### config.mk
export PLATFORM = sky130hd
export DESIGN_NAME = rpi_ram
export DESIGN_NICKNAME = d
export VERILOG_FILES = /design/src/sv/rpi_ram.sv
export SDC_FILE = /design/constraint.sdc
export NUM_CORES = 1
export LEC_CHECK = 0
export ABC_AREA = 1
export BUFFER_PORTS_ARGS = -buffer_cell sky130_fd_sc_hd__buf_2
export CORE_ASPECT_RATIO = 0.75
export CORE_MARGIN = 2
export CORE_UTILIZATION = 30
export DETAILED_ROUTE_END_ITERATION = 7
export GPL_ROUTABILITY_DRIVEN = 0
export GPL_TIMING_DRIVEN = 1
export PLACE_DENSITY = 0.47
export REMOVE_ABC_BUFFERS = 1
export SYNTH_ARGS = -nofsm -noshare
export SYNTH_HDL_FRONTEND = slang
export SYNTH_SLANG_ARGS = --single-unit
### constraint.sdc
create_clock -name clk_i -period 1.3 [get_ports clk_i]
set_input_delay 0.065 -clock clk_i [delete_from_list [all_inputs] [get_ports clk_i]]
set_output_delay 0.065 -clock clk_i [all_outputs]
set_load 0.02 [all_outputs]
### src/sv/rpi_ram.sv
// Generic single-write, single-read RAM with registered read data.
// No dependencies.
`default_nettype none
module rpi_ram #(
  parameter int unsigned WIDTH = 8,
  parameter int unsigned DEPTH = 16
) (
  input  wire logic                     clk_i,
  input  wire logic                     we_i,
  input  wire logic [$clog2(DEPTH)-1:0] waddr_i,
  input  wire logic [WIDTH-1:0]         wdata_i,
  input  wire logic [$clog2(DEPTH)-1:0] raddr_i,
  output logic      [WIDTH-1:0]         rdata_o
);

  logic [WIDTH-1:0] mem_q [DEPTH];

  always_ff @(posedge clk_i) begin
    if (we_i) begin
      mem_q[waddr_i] <= wdata_i;
    end
    rdata_o <= mem_q[raddr_i];
  end

endmodule
`default_nettype wire

==> metrics.yaml <==
p_per_area_nw_per_um2: 1520
cp-start-kind: "flip-flop"
layout_min_cycle_time_ns: 1.01
cp_max_fo: 1
wirelength_mm: 14.2
core_area_sq_um: 18700
clock_path_buffers: 2
path_cells: "buf_2"
maxCapViolCount: 0
postSynthCellCount: 551
grt_pass1_vias: 3611
via_per_inst: 4.38
fmax_ghz: 0.985
place_area_sq_um: 6360
drtIter0Drc: 358
insertion_delay_ns: 0.42
dr.pass1.iters: 5
cts_htree_levels: 4
syn2layout_area_growth_pct: 21.0
hold_ws_ns: 0.0608
tightest_slew_ns: 0.382
ys_seq_elements: 136
post_cts_buffers: 0
worstPathRequired_ns: 1.24
max_stage_delay_ns: 0.35
cp.arrival_ns: 0.95
finClkSkew_ns: 0.00535
fin_nets: 623
overflow: 0
row_count: 43
wire_per_inst_um: 16.5
synth_area_leaders: "edfxtp_1 (67%), nand2_1 (11%), nand3_1 (8.4%)"
drc_errors: 0
grt_max_degree: 54
routed-via-count: 3783
cpLargestDelayFamily: "flip-flops"
hp-class: "input port to flip-flop"
synth_top_area_cell: "edfxtp_1"
cts_tree: "built"
crit_type: "flip-flop to output port"
num-fill-cells: 1833
grt_pass1_wl_mm: 21.9
critPathSlowestCell: "dfxtp_1"
synth_top_area_frac: 0.667
power_leakage_nw: 3.01
yosys_warnings: 0
fin_setup_tns_ns: 0
path_clk_slew_ns: 0.06
synth.avg_cell_area_sq_um: 10.5
die_h_um: 124
dieArea_sq_um: 20400
pin_count: 26
setup-violations-final: 0
critPathBufInv: 1
fin_area_sq_um: 6980
fin_crit_sh: 0.781
floorplan.initialDensity: 0.309
clock-sinks: 136
outcome: "complete, no violations"
rsz0062_at_grt: "false"
slew_violations: 0
numCtsBuffers: 17
port_buffers: 25
synth.cell_area_sq_um: 5770
grt_usage: 0.152
final_antenna_net_count: 0
post-dp-hpwl_mm: 9.13
drive_gt1_frac: 0.143
hold_viol: 0
yosysSeqAreaShare: 0.694
diodes: 0
chipWidth_um: 164
maxSlewHeadroom: 0.745
cts_resized: 0
cts-root-buf: "clkbuf_16"
cp-end-kind: "output port"
antenna_found_initial: 0
ir_drop_v: 0.000957
synth_cell_types: 12
[placed cells by master (no fill, tap or decap)]
cell type,instances
buf_12,6
buf_2,25
buf_4,27
bufinv_16,4
clkbuf_1,1
clkbuf_16,17
clkinv_1,2
clkinv_2,2
clkinv_4,2
clkinvlp_4,2
dfxtp_1,8
dlygate4sd3_1,1
edfxtp_1,128
inv_1,100
inv_2,2
inv_6,1
nand2_1,173
nand3_1,97
nand3b_1,2
nor2_1,17
[area by class of cell]
type                            instances  area (sq um)  share of cell area
Sequential cell                       136          4000               0.574
Multi-Input combinational cell        289          1210               0.174
Timing Repair Buffer                   59           458              0.0657
Clock buffer                           18           429              0.0615
Inverter                              102           383              0.0549
Tap cell                              247           309              0.0443
Clock inverter                         13           179              0.0257
[cell families (layout without fill, tap and decap cells)]
group / count (synthesis) / count (layout) / share of synthesized area
buffers and inverters: 126 / 192 / 0.0952
flip-flops: 136 / 136 / 0.694
AND/OR/NAND/NOR: 289 / 289 / 0.210
[registers in the layout (all words and copies together), names as in the netlist]
register / count
mem_q: 128
rdata_o: 8
[metal layers]
metal | vias to the layer above | share of wire | global-route usage
li1 | 1883 | - | -
met2 | 85 | 0.42 | 0.221
met3 | 13 | 0.059 | 0.0390
met4 | 0 | 0.0091 | 0.0455
met5 | - | 0 | 0
met1 | 1802 | 0.51 | 0.221
[cell usage after synthesis]
| master | count |
|---|---|
| nand2_1 | 173 |
| edfxtp_1 | 128 |
| inv_1 | 100 |
| nand3_1 | 97 |
| nor2_1 | 17 |
| buf_2 | 13 |
| dfxtp_1 | 8 |
| buf_6 | 6 |
| buf_4 | 4 |
| inv_2 | 2 |
| nand3b_1 | 2 |
| buf_1 | 1 |
[where the power goes]
| group | switching [W] | internal [W] | total, W |
|---|---|---|---|
| Combinational | 0.000464 | 0.000212 | 0.000676 |
| Clock | 0.00181 | 0.00319 | 0.00500 |
| Sequential | 0.0000303 | 0.00490 | 0.00493 |
| Total | 0.00231 | 0.00830 | 0.0106 |
[through the flow]
| stage | cells | util | worst slack, ns | power [W] |
|---|---|---|---|---|
| 2_1_floorplan | 527 | - | 0.255 | 0.00532 |
| 3_3_place_gp | 832 | 0.341 | 0.00107 | 0.00570 |
| 3_5_place_dp | 832 | 0.341 | 0.0403 | 0.00571 |
| 4_1_cts | 864 | 0.374 | 0.259 | 0.0107 |
| 5_1_grt | 864 | 0.374 | 0.194 | 0.0109 |
| 6_report | 864 | 0.374 | 0.285 | 0.0106 |
[path summary, 6_finish.rpt]
path	slack [ns]	to	cells past startpoint	from
min reg2reg	0.67	rdata_o[3]	6	mem_q[10][3]
max reg2reg	0.29	rdata_o[0]	6	mem_q[1][0]
min	0.06	mem_q[7][5]	1	wdata_i[5]
max	0.29	rdata_o[3]	1	rdata_o[3]
[timing repair]
action | 4_1_cts | 5_1_grt
setup endpoints to repair | 0 | 0
hold endpoints to repair | 2 | 0
hold buffers | 1 | 0
Note: power is estimated with default switching activity, not from simulation.
