==> config.mk <==
export PLATFORM = sky130hd
export DESIGN_NAME = rpi_alu
export DESIGN_NICKNAME = d
export VERILOG_FILES = /design/src/sv/rpi_pkg.sv /design/src/sv/rpi_alu.sv
export SDC_FILE = /design/constraint.sdc
export NUM_CORES = 1
export LEC_CHECK = 0
export BUFFER_PORTS_ARGS = -buffer_cell sky130_fd_sc_hd__buf_4
export CAP_MARGIN = 5
export CORE_MARGIN = 4
export CORE_UTILIZATION = 30
export CTS_CLUSTER_DIAMETER = 30
export CTS_CLUSTER_SIZE = 25
export DETAILED_ROUTE_END_ITERATION = 16
export HOLD_SLACK_MARGIN = 0.02
export MAX_ROUTING_LAYER = met4
export PLACE_DENSITY = 0.57
export SYNTH_ARGS = -nofsm -noshare
export SYNTH_HDL_FRONTEND = slang
export SYNTH_SLANG_ARGS = --single-unit
==> constraint.sdc <==
create_clock -name clk_i -period 3.8 [get_ports clk_i]
set_input_delay 0.76 -clock clk_i [delete_from_list [all_inputs] [get_ports clk_i]]
set_output_delay 0.76 -clock clk_i [all_outputs]
set_load 0.1 [all_outputs]
==> src/sv/rpi_pkg.sv <==
// Shared types, widths and constants of the radial profile interpolator.
// Used by the interfaces, the arithmetic unit and the core; no dependencies.
`default_nettype none
package rpi_pkg;

  localparam int unsigned DATA_W  = 48;   // Q16.32 values
  localparam int unsigned PRES_W  = 64;   // Q16.48 pressure
  localparam int unsigned PROD_W  = 97;   // sum of two 48x48 products
  localparam int unsigned DEN_W   = 49;   // distance sum / multiplicand
  localparam int unsigned REM_W   = 50;   // divider partial remainder
  localparam int unsigned CNT_W   = 7;    // step counter of the shared unit
  localparam int unsigned TLEN_W  = 11;
  localparam int unsigned ROW_W   = 10;
  localparam int unsigned CFG_IDX_W = 2;
  localparam int unsigned ROW_BITS  = 3 * DATA_W;

  localparam int unsigned TABLE_DEPTH_DEF = 1024;

  // register indexes
  localparam logic [CFG_IDX_W-1:0] CFG_TABLE_LENGTH    = 2'd0;
  localparam logic [CFG_IDX_W-1:0] CFG_PRESSURE_FACTOR = 2'd1;

  localparam logic [TLEN_W-1:0] TLEN_RST = 11'd1024;
  localparam logic [DATA_W-1:0] PFAC_RST = 48'd2814750;

  localparam logic [DATA_W-1:0] SIGN48   = 48'h8000_0000_0000;
  localparam logic [DATA_W-1:0] MAX48    = 48'hFFFF_FFFF_FFFF;
  localparam logic [DATA_W-1:0] INV_SAT_R = 48'h0001_0000_0000 >> 8; // 2^24

  localparam logic [CNT_W-1:0] MUL_STEPS  = 7'd48;
  localparam logic [CNT_W-1:0] IDIV_STEPS = 7'd48;
  localparam logic [CNT_W-1:0] FDIV_STEPS = 7'd97;

  localparam logic CMD_LOAD  = 1'b0;
  localparam logic CMD_QUERY = 1'b1;

  typedef enum logic {ALU_MUL, ALU_DIV} alu_op_e;

  typedef struct packed {
    alu_op_e                op;
    logic [PROD_W-1:0]      num;   // shift register: multiplier or dividend bits
    logic [REM_W-1:0]       rem;   // initial remainder (divide)
    logic [DEN_W-1:0]       den;   // divisor or multiplicand
    logic [CNT_W-1:0]       cnt;   // number of steps
  } alu_req_t;

  typedef struct packed {
    logic              busy;
    logic              done;
    logic [PROD_W-1:0] res;
  } alu_rsp_t;

endpackage
`default_nettype wire

==> src/sv/rpi_alu.sv <==
// Shared shift-add multiplier / restoring divider, one bit per cycle.
// Depends on rpi_pkg for widths and the request/response structs.
`default_nettype none
module rpi_alu (
  input  wire logic              clk_i,
  input  wire logic              rst_ni,
  input  wire logic              start_i,
  input  wire rpi_pkg::alu_req_t req_i,
  output rpi_pkg::alu_rsp_t      rsp_o
);

  logic                          busy_q, busy_d, done_q, done_d;
  logic [rpi_pkg::CNT_W-1:0]     cnt_q, cnt_d;
  rpi_pkg::alu_op_e              op_q, op_d;
  logic [rpi_pkg::PROD_W-1:0]    num_q, num_d, acc_q, acc_d;
  logic [rpi_pkg::REM_W-1:0]     rem_q, rem_d;
  logic [rpi_pkg::DEN_W-1:0]     den_q, den_d;

  logic                          lead;
  logic [rpi_pkg::REM_W-1:0]     shifted;
  logic                          fits;

  // one step of either operation
  assign lead    = num_q[rpi_pkg::PROD_W-1];
  assign shifted = {rem_q[rpi_pkg::REM_W-2:0], lead};
  assign fits    = shifted >= {1'b0, den_q};

  always_comb begin
    busy_d = busy_q;
    done_d = 1'b0;
    cnt_d  = cnt_q;
    op_d   = op_q;
    num_d  = num_q;
    acc_d  = acc_q;
    rem_d  = rem_q;
    den_d  = den_q;
    if (start_i && !busy_q) begin
      busy_d = 1'b1;
      cnt_d  = req_i.cnt;
      op_d   = req_i.op;
      num_d  = req_i.num;
      rem_d  = req_i.rem;
      den_d  = req_i.den;
      acc_d  = '0;
    end else if (busy_q) begin
      cnt_d = cnt_q - 1'b1;
      if (op_q == rpi_pkg::ALU_MUL) begin
        acc_d = {acc_q[rpi_pkg::PROD_W-2:0], 1'b0}
              + (lead ? rpi_pkg::PROD_W'(den_q) : '0);
        num_d = {num_q[rpi_pkg::PROD_W-2:0], 1'b0};
      end else begin
        rem_d = fits ? shifted - {1'b0, den_q} : shifted;
        num_d = {num_q[rpi_pkg::PROD_W-2:0], fits};
      end
      if (cnt_q == rpi_pkg::CNT_W'(1)) begin
        busy_d = 1'b0;
        done_d = 1'b1;
      end
    end
  end

  // control
  always_ff @(posedge clk_i or negedge rst_ni) begin
    if (!rst_ni) begin
      busy_q <= 1'b0;
      done_q <= 1'b0;
      cnt_q  <= '0;
    end else begin
      busy_q <= busy_d;
      done_q <= done_d;
      cnt_q  <= cnt_d;
    end
  end

  // operands
  always_ff @(posedge clk_i) begin
    op_q  <= op_d;
    num_q <= num_d;
    acc_q <= acc_d;
    rem_q <= rem_d;
    den_q <= den_d;
  end

  assign rsp_o.busy = busy_q;
  assign rsp_o.done = done_q;
  assign rsp_o.res  = (op_q == rpi_pkg::ALU_MUL) ? acc_q : num_q;

endmodule
`default_nettype wire

==> flow_summary.json, run 1 <==
{
  "start_util_pct": 30.4,
  "path_class": "reg2reg",
  "cp-end-kind": "flop",
  "worst_slew_pin_slew_ns": 0.813,
  "period_share_pct": 96.3,
  "power_switching_mw": 13.3,
  "netlist_area_sq_mm": 0.0201,
  "hold_viol": 0,
  "setup_viol": 0,
  "crit_required_ns": 4.29,
  "total_power_mw": 29.6,
  "firstDrtPassIters": 7,
  "fin_area_sq_mm": 0.0275,
  "synthTopCellsByArea": "edfxtp_1, nand2_1, dfxtp_1",
  "yosysUniqueCellTypes": 94,
  "dieArea_sq_mm": 0.0711,
  "io_pins": 306,
  "fp.dieW_um": 267,
  "synth-seq-cells": 302,
  "wire_per_inst_um": 18.7,
  "synth_fp_nets": 2670,
  "clock_sinks": 302,
  "cp.arrival_ns": 4.15,
  "rows": 94,
  "synth_top_area_share_pct": 29.3,
  "grt_usage_pct": 19.2,
  "nets": 3052,
  "clockBufferDepth": 3,
  "mostFrequentLayoutCells": "nand2_1, buf_4, edfxtp_1, a21oi_1, nor2_1",
  "ys_warn_count": 0,
  "fin_crit_ns": 3.66,
  "skew_ns": 0.0429,
  "route.met3.wl_mm": 4.94,
  "htree_levels": 3,
  "rsz0062_at_grt": "yes",
  "area_delta_synth_final_pct": 36.9,
  "grt_pass1_wl_mm": 106,
  "wl_met1_mm": 30.3,
  "hold_path.class": "in2reg",
  "cts.reportedPaths.clkPinSlew_ns": 0.05,
  "p_int_mw": 16.3,
  "wl_met2_mm": 31.6,
  "pwr_density_cell_mw_per_mm2": 1080,
  "p_seq_share_pct": 22.0,
  "final_common_cell": "nand2_1",
  "async_flop_share_pct": 2.98,
  "grt-ovfl-total": 0,
  "root_buffer": "clkbuf_16",
  "drive_above_1_share_pct": 26.4,
  "max_cap_violations": 0,
  "vdd_drop_max_uv": 940,
  "topRoutingLayerUsed": "met4",
  "grt_pass1_vias": 18900,
  "slew_headroom_pct": 45.8,
  "ant_nets": 0,
  "yosys.area.top_type": "edfxtp_1",
  "grt_max_degree": 124,
  "numCtsBuffers": 92,
  "seq_area_frac_synth_pct": 40.1,
  "slew_viol_final": 0,
  "gp_congestion": 0.899,
  "p_clk_share_pct": 27.6,
  "drt-initial-drc-count": 1212,
  "drt-total-wl_mm": 69.1,
  "vias": 19000,
  "fillCellCount": 6503,
  "max_freq_mhz": 273,
  "placed_area_sq_mm": 0.0239,
  "start_kind": "flop",
  "die_y_um": 267,
  "clock_latency_ns": 0.65,
  "synthFlopType": "edfxtp_1",
  "worst-path-max-fanout": 17,
  "cts_tree": "built",
  "swShare_pct": 44.9,
  "netlist_instances": 2361,
  "avgSynthCellArea_sq_um": 8.50,
  "synth_edf_count": 196,
  "antenna_found_initial": 10,
  "power_frac_comb_pct": 50.4,
  "status": "finished, final reports clean",
  "viasPerCell": 5.14,
  "portBuffers": 304,
  "core_area_sq_mm": 0.0660,
  "p_leak_nw": 12.0,
  "drc": 0,
  "dp_hpwl_mm": 51.0
}
[worst max-delay path, stage by stage, from the launching register on]
cell and delay (ns):
edfxtp_1 0.39, inv_2 0.14, buf_12 0.15, nor2_1 0.07
ha_1 0.35, and2_4 0.18, and3_1 0.17, a221o_1 0.35
nand3_1 0.11, or3b_1 0.39, a311o_2 0.41, a41o_4 0.32
a211oi_2 0.22, xor2_1 0.17, o21ai_1 0.07
[cell type report]
cell class	count	area [sq um]	share of cell area, %
Multi-Input combinational cell	1840	11300	41.1
Sequential cell	302	8050	29.3
Timing Repair Buffer	429	3360	12.3
Clock buffer	111	2450	8.94
Tap cell	864	1080	3.94
Clock inverter	61	907	3.30
Inverter	78	300	1.09
Antenna cell	10	25.0	0.0911
[kinds of logic (layout without fill, tap and decap cells)]
family / after synthesis / in the layout / share of synthesized area [%]
adder cells (fa/ha/maj): 102 / 102 / 6.43
flip-flops: 302 / 302 / 40.1
AO/OA/AOI/OAI: 552 / 552 / 17.0
buffers and inverters: 219 / 679 / 4.59
XOR/XNOR: 126 / 126 / 5.50
other: 0 / 10 / 0
AND/OR/NAND/NOR: 965 / 965 / 21.1
multiplexers: 95 / 95 / 5.31
[flip-flops by register name, summed over array words and instances (netlist names)]
signal / flops
acc_q: 97
busy_q: 1
cnt_q: 7
den_q: 49
done_q: 1
num_q: 97
op_q: 1
rem_q: 49
[path summary, 6_finish.rpt]
kind | from | endpoint | slack [ns] | depth (start not counted)
setup / recovery | num_q[96]$_DFFE_PP_ | acc_q[47]$_SDFFE_PP0P_ | 0.14 | 14
hold / removal | req_i[36] | den_q[29]$_DFFE_PP_ | 0.29 | 1
setup reg to reg | num_q[96]$_DFFE_PP_ | acc_q[47]$_SDFFE_PP0P_ | 0.14 | 14
hold reg to reg | acc_q[21]$_SDFFE_PP0P_ | acc_q[21]$_SDFFE_PP0P_ | 0.48 | 2
max in group asynchronous | rst_ni | cnt_q[3]$_DFFE_PN0P_ | 3.17 | 2
min in group asynchronous | rst_ni | cnt_q[2]$_DFFE_PN0P_ | 0.48 | 2
[synth_stat cells (all sizes together) (6+ instances only)]
master  number
a21o        47
or4          6
xor2        56
ha         100
nand3       61
nor4        17
a21oi      172
nor2b       14
and3        26
nand2      547
and2         9
o21ai      158
nor3        36
inv         78
nor2       165
o21bai      11
dfxtp       97
clkbuf     104
nand2b      11
dfrtp        9
o21a        15
and4         6
mux2        91
a211oi      22
xnor2       70
edfxtp     196
o211ai      18
o31ai        8
or3          9
a31oi       53
buf         36
nand4       41
[per-stage QoR]
| step | instances | hold slack [ns] | TNS (ns) | setup WS (ns) | util [%] |
|---|---|---|---|---|---|
| after detailed placement | 3509 | 0.476 | -0.0934 | -0.0860 | 36.2 |
| after global placement | 3509 | 0.477 | -0.0455 | -0.0455 | 36.2 |
| after CTS | 3682 | 0.249 | 0 | 0.00389 | 41.3 |
| after floorplan | 2361 | 0.443 | 0 | 0.0238 | - |
| after global routing | 3695 | 0.259 | -0.0114 | -0.0114 | 41.6 |
| final | 3695 | 0.285 | 0 | 0.141 | 41.6 |
[power groups by stage]
stage	Clock, mW	Sequential [mW]	Combinational, mW
3_5_place_dp	0	6.54	14.6
4_1_cts	8.35	6.51	14.7
5_1_grt	8.54	6.68	16.2
6_report	8.19	6.50	14.9
2_1_floorplan	0	6.01	11.1
3_3_place_gp	0	6.49	14.5
[repair_timing]
action | in CTS | in global routing
hold endpoints to repair | 9 | 0
setup buffers | 0 | 3
resized for setup | 2 | 34
endpoints found under the setup margin | 3 | 104
pin swaps | 1 | 10
hold buffers | 1 | 0
[routing by layer]
layer	GRT usage [%]	up-vias
met5	-	-
met4	6.67	0
met3	5.35	138
met2	30.4	597
met1	23.7	9018
li1	-	9223
No activity file was read; power rests on OpenSTA's default activity.
==> inputs of run 2 (changes only) <==
SKIP_CTS_REPAIR_TIMING = 1   (was unset)
clock period = 3.3 ns   (was 3.8 ns; I/O delays follow)
==> run 2 against run 1 <==
  * The flow now finishes with violations (negative setup slack)
  * Worst setup slack got worse by 0.49 ns
  * Via count is 3.6% higher
  * Register-to-register slack worse by 0.49 ns
  * Sequential power is 16% higher
  * Non-clock buffer count increased by 174
  * Count of clock-buffer cells in the layout is 1 lower
  * Die area is the same
  * Design area increased by 8.5%
  * Combinational power grew 39%
  * Final cell count is 4.4% higher
  * Wire length is 5.9% higher
  * Critical endpoint is now acc_q[83]$_SDFFE_PP0P_
  * Largest cell class unchanged
  * Largest power group unchanged
==> flow_summary.json, run 2 (same netlist as run 1, synthesis figures left out) <==
{
  "status": "finished with violations",
  "violations": "negative setup slack",
  "cp_slowest_cell": "or4_4",
  "reg_top3": "acc_q (97), num_q (97)",
  "p_seq_share_pct": 20.5,
  "fin_crit_ns": 3.64,
  "grt_pass1_wl_mm": 108,
  "start_util_pct": 30.4,
  "fp.dieW_um": 267,
  "nets": 3222,
  "rows": 94,
  "numCtsBuffers": 87,
  "area_delta_synth_final_pct": 48.5,
  "io_pins": 306,
  "grt_usage_pct": 19.6,
  "worst_slew_pin_slew_ns": 1.05,
  "crit_required_ns": 3.75,
  "fin_area_sq_mm": 0.0298,
  "root_buffer": "clkbuf_16",
  "hold_path.class": "in2reg",
  "period_share_pct": 110,
  "clock_latency_ns": 0.63,
  "clock_sinks": 302,
  "critPathMaxStageDelay_ns": 0.44,
  "gp_congestion": 0.902,
  "start_kind": "flop",
  "firstDrtPassIters": 5,
  "max_freq_mhz": 274,
  "p_clk_share_pct": 23.1,
  "drt-total-wl_mm": 73.2,
  "drive_above_1_share_pct": 35.0,
  "core_area_sq_mm": 0.0660,
  "cpLargestDelayFamily": "compound AO/OA/AOI/OAI gates",
  "cts_tree": "built",
  "vias": 19700,
  "r2r-end": "acc_q[83]$_SDFFE_PP0P_",
  "p_int_mw": 20.3,
  "ant_nets": 0,
  "setup_viol": 110,
  "r2r_start": "num_q[96]$_DFFE_PP_",
  "max_cap_violations": 0,
  "crit_buf_inv": 4,
  "wire_per_inst_um": 19.0,
  "total_power_mw": 36.7,
  "grt_pass1_vias": 19400,
  "hold_viol": 0,
  "cts.reportedPaths.clkPinSlew_ns": 0.05,
  "portBuffers": 304,
  "antenna_found_initial": 7,
  "dp_hpwl_mm": 52.2,
  "slew_viol_final": 0,
  "slew_headroom_pct": 30.2,
  "power_frac_comb_pct": 56.4,
  "cp-end-kind": "flop",
  "worst-path-max-fanout": 8,
  "p_leak_nw": 13.1,
  "vdd_drop_max_uv": 997,
  "dieArea_sq_mm": 0.0711,
  "path_cells": "clkinv_4, buf_6, clkbuf_16, nor2_2, fa_2, a211oi_4, nor3_4, or4_4, a21oi_4, o21ai_4, a21oi_4, o22a_4, clkbuf_16, nor4b_2, xnor2_1, a21oi_1",
  "viasPerCell": 5.10,
  "rsz0062_at_grt": "yes",
  "final_common_cell": "buf_4",
  "r2r_cells": 16,
  "grt-ovfl-total": 0,
  "pwr_density_cell_mw_per_mm2": 1230,
  "rrSetupSlack_ns": -0.34,
  "worstSetupEndpoint": "acc_q[83]$_SDFFE_PP0P_",
  "drt-initial-drc-count": 1234,
  "layout_setup_ws_ns": -0.344,
  "worstSetupStartpoint": "num_q[96]$_DFFE_PP_",
  "clockBufferDepth": 3,
  "drc": 0,
  "grt_max_degree": 136,
  "placed_area_sq_mm": 0.0250,
  "mostFrequentLayoutCells": "buf_4, nand2_1, edfxtp_1, a21oi_1, nor2_1",
  "path_class": "reg2reg",
  "die_y_um": 267,
  "cp.depth": 16,
  "cp.arrival_ns": 4.09,
  "htree_levels": 3,
  "skew_ns": 0.0494,
  "swShare_pct": 44.8,
  "power_switching_mw": 16.4
}
run 2: per-layer routing:
layer | part of all wire (%) | wire length [um] | global-route usage [%] | vias to the layer above
met5 | 0 | 0 | - | -
met4 | 2.6 | 1900 | 6.28 | 0
met3 | 6.5 | 4760 | 4.43 | 110
met2 | 48 | 35000 | 32.0 | 575
met1 | 43 | 31500 | 24.2 | 9400
li1 | - | - | - | 9566
run 2: final cells by class:
type	count	area [sq um]
antenna	7	17.5
timing repair buffer	603	5010
sequential	302	8050
clock inverter	51	622
clock buffer	110	2370
tap	864	1080
multi-input combinational	1841	12300
fill	6384	36200
inverter	78	307
run 2: worst min-delay path by stage:
| stage | startpoint | end | slack [ns] | cells past startpoint |
|---|---|---|---|---|
| floorplan | rst_ni | busy_q$_DFF_PN0_ | 0.36 | 0 |
| global placement | acc_q[21]$_SDFFE_PP0P_ | acc_q[21]$_SDFFE_PP0P_ | 0.48 | 2 |
| detailed placement | acc_q[21]$_SDFFE_PP0P_ | acc_q[21]$_SDFFE_PP0P_ | 0.47 | 2 |
| CTS | rst_ni | cnt_q[3]$_DFFE_PN0P_ | -0.15 | 1 |
| global route | req_i[28] | den_q[21]$_DFFE_PP_ | 0.19 | 1 |
| finish | req_i[33] | den_q[26]$_DFFE_PP_ | 0.21 | 1 |
run 2: worst register-to-register path, cell delays in order, from the launching register on:
cell	delay, ns
edfxtp_1	0.43
clkinv_4	0.15
buf_6	0.12
clkbuf_16	0.14
nor2_2	0.05
fa_2	0.40
a211oi_4	0.29
nor3_4	0.08
or4_4	0.44
a21oi_4	0.21
o21ai_4	0.11
a21oi_4	0.31
o22a_4	0.26
clkbuf_16	0.20
nor4b_2	0.07
xnor2_1	0.15
a21oi_1	0.08
run 2: stage by stage:
| stage | hold WS, ns | cells | utilization (%) | setup slack (ns) | TNS, ns |
|---|---|---|---|---|---|
| finish | 0.207 | 3856 | 45.2 | -0.344 | -21.88 |
| floorplan | 0.364 | 2361 | - | -0.376 | -3.11 |
| global placement | 0.476 | 3649 | 37.9 | -0.364 | -24.68 |
| global route | 0.187 | 3856 | 45.2 | -0.458 | -39.16 |
| detailed placement | 0.474 | 3649 | 37.9 | -0.423 | -30.73 |
| CTS | -0.148 | 3810 | 42.4 | -0.443 | -34.05 |
run 2: power groups by stage:
stage	Combinational, mW	Clock [mW]	Sequential [mW]
after floorplan	12.9	0	6.92
after global placement	17.9	0	7.45
after detailed placement	18.0	0	7.51
after CTS	18.2	8.63	7.48
after global routing	22.3	8.86	7.76
final	20.7	8.47	7.53
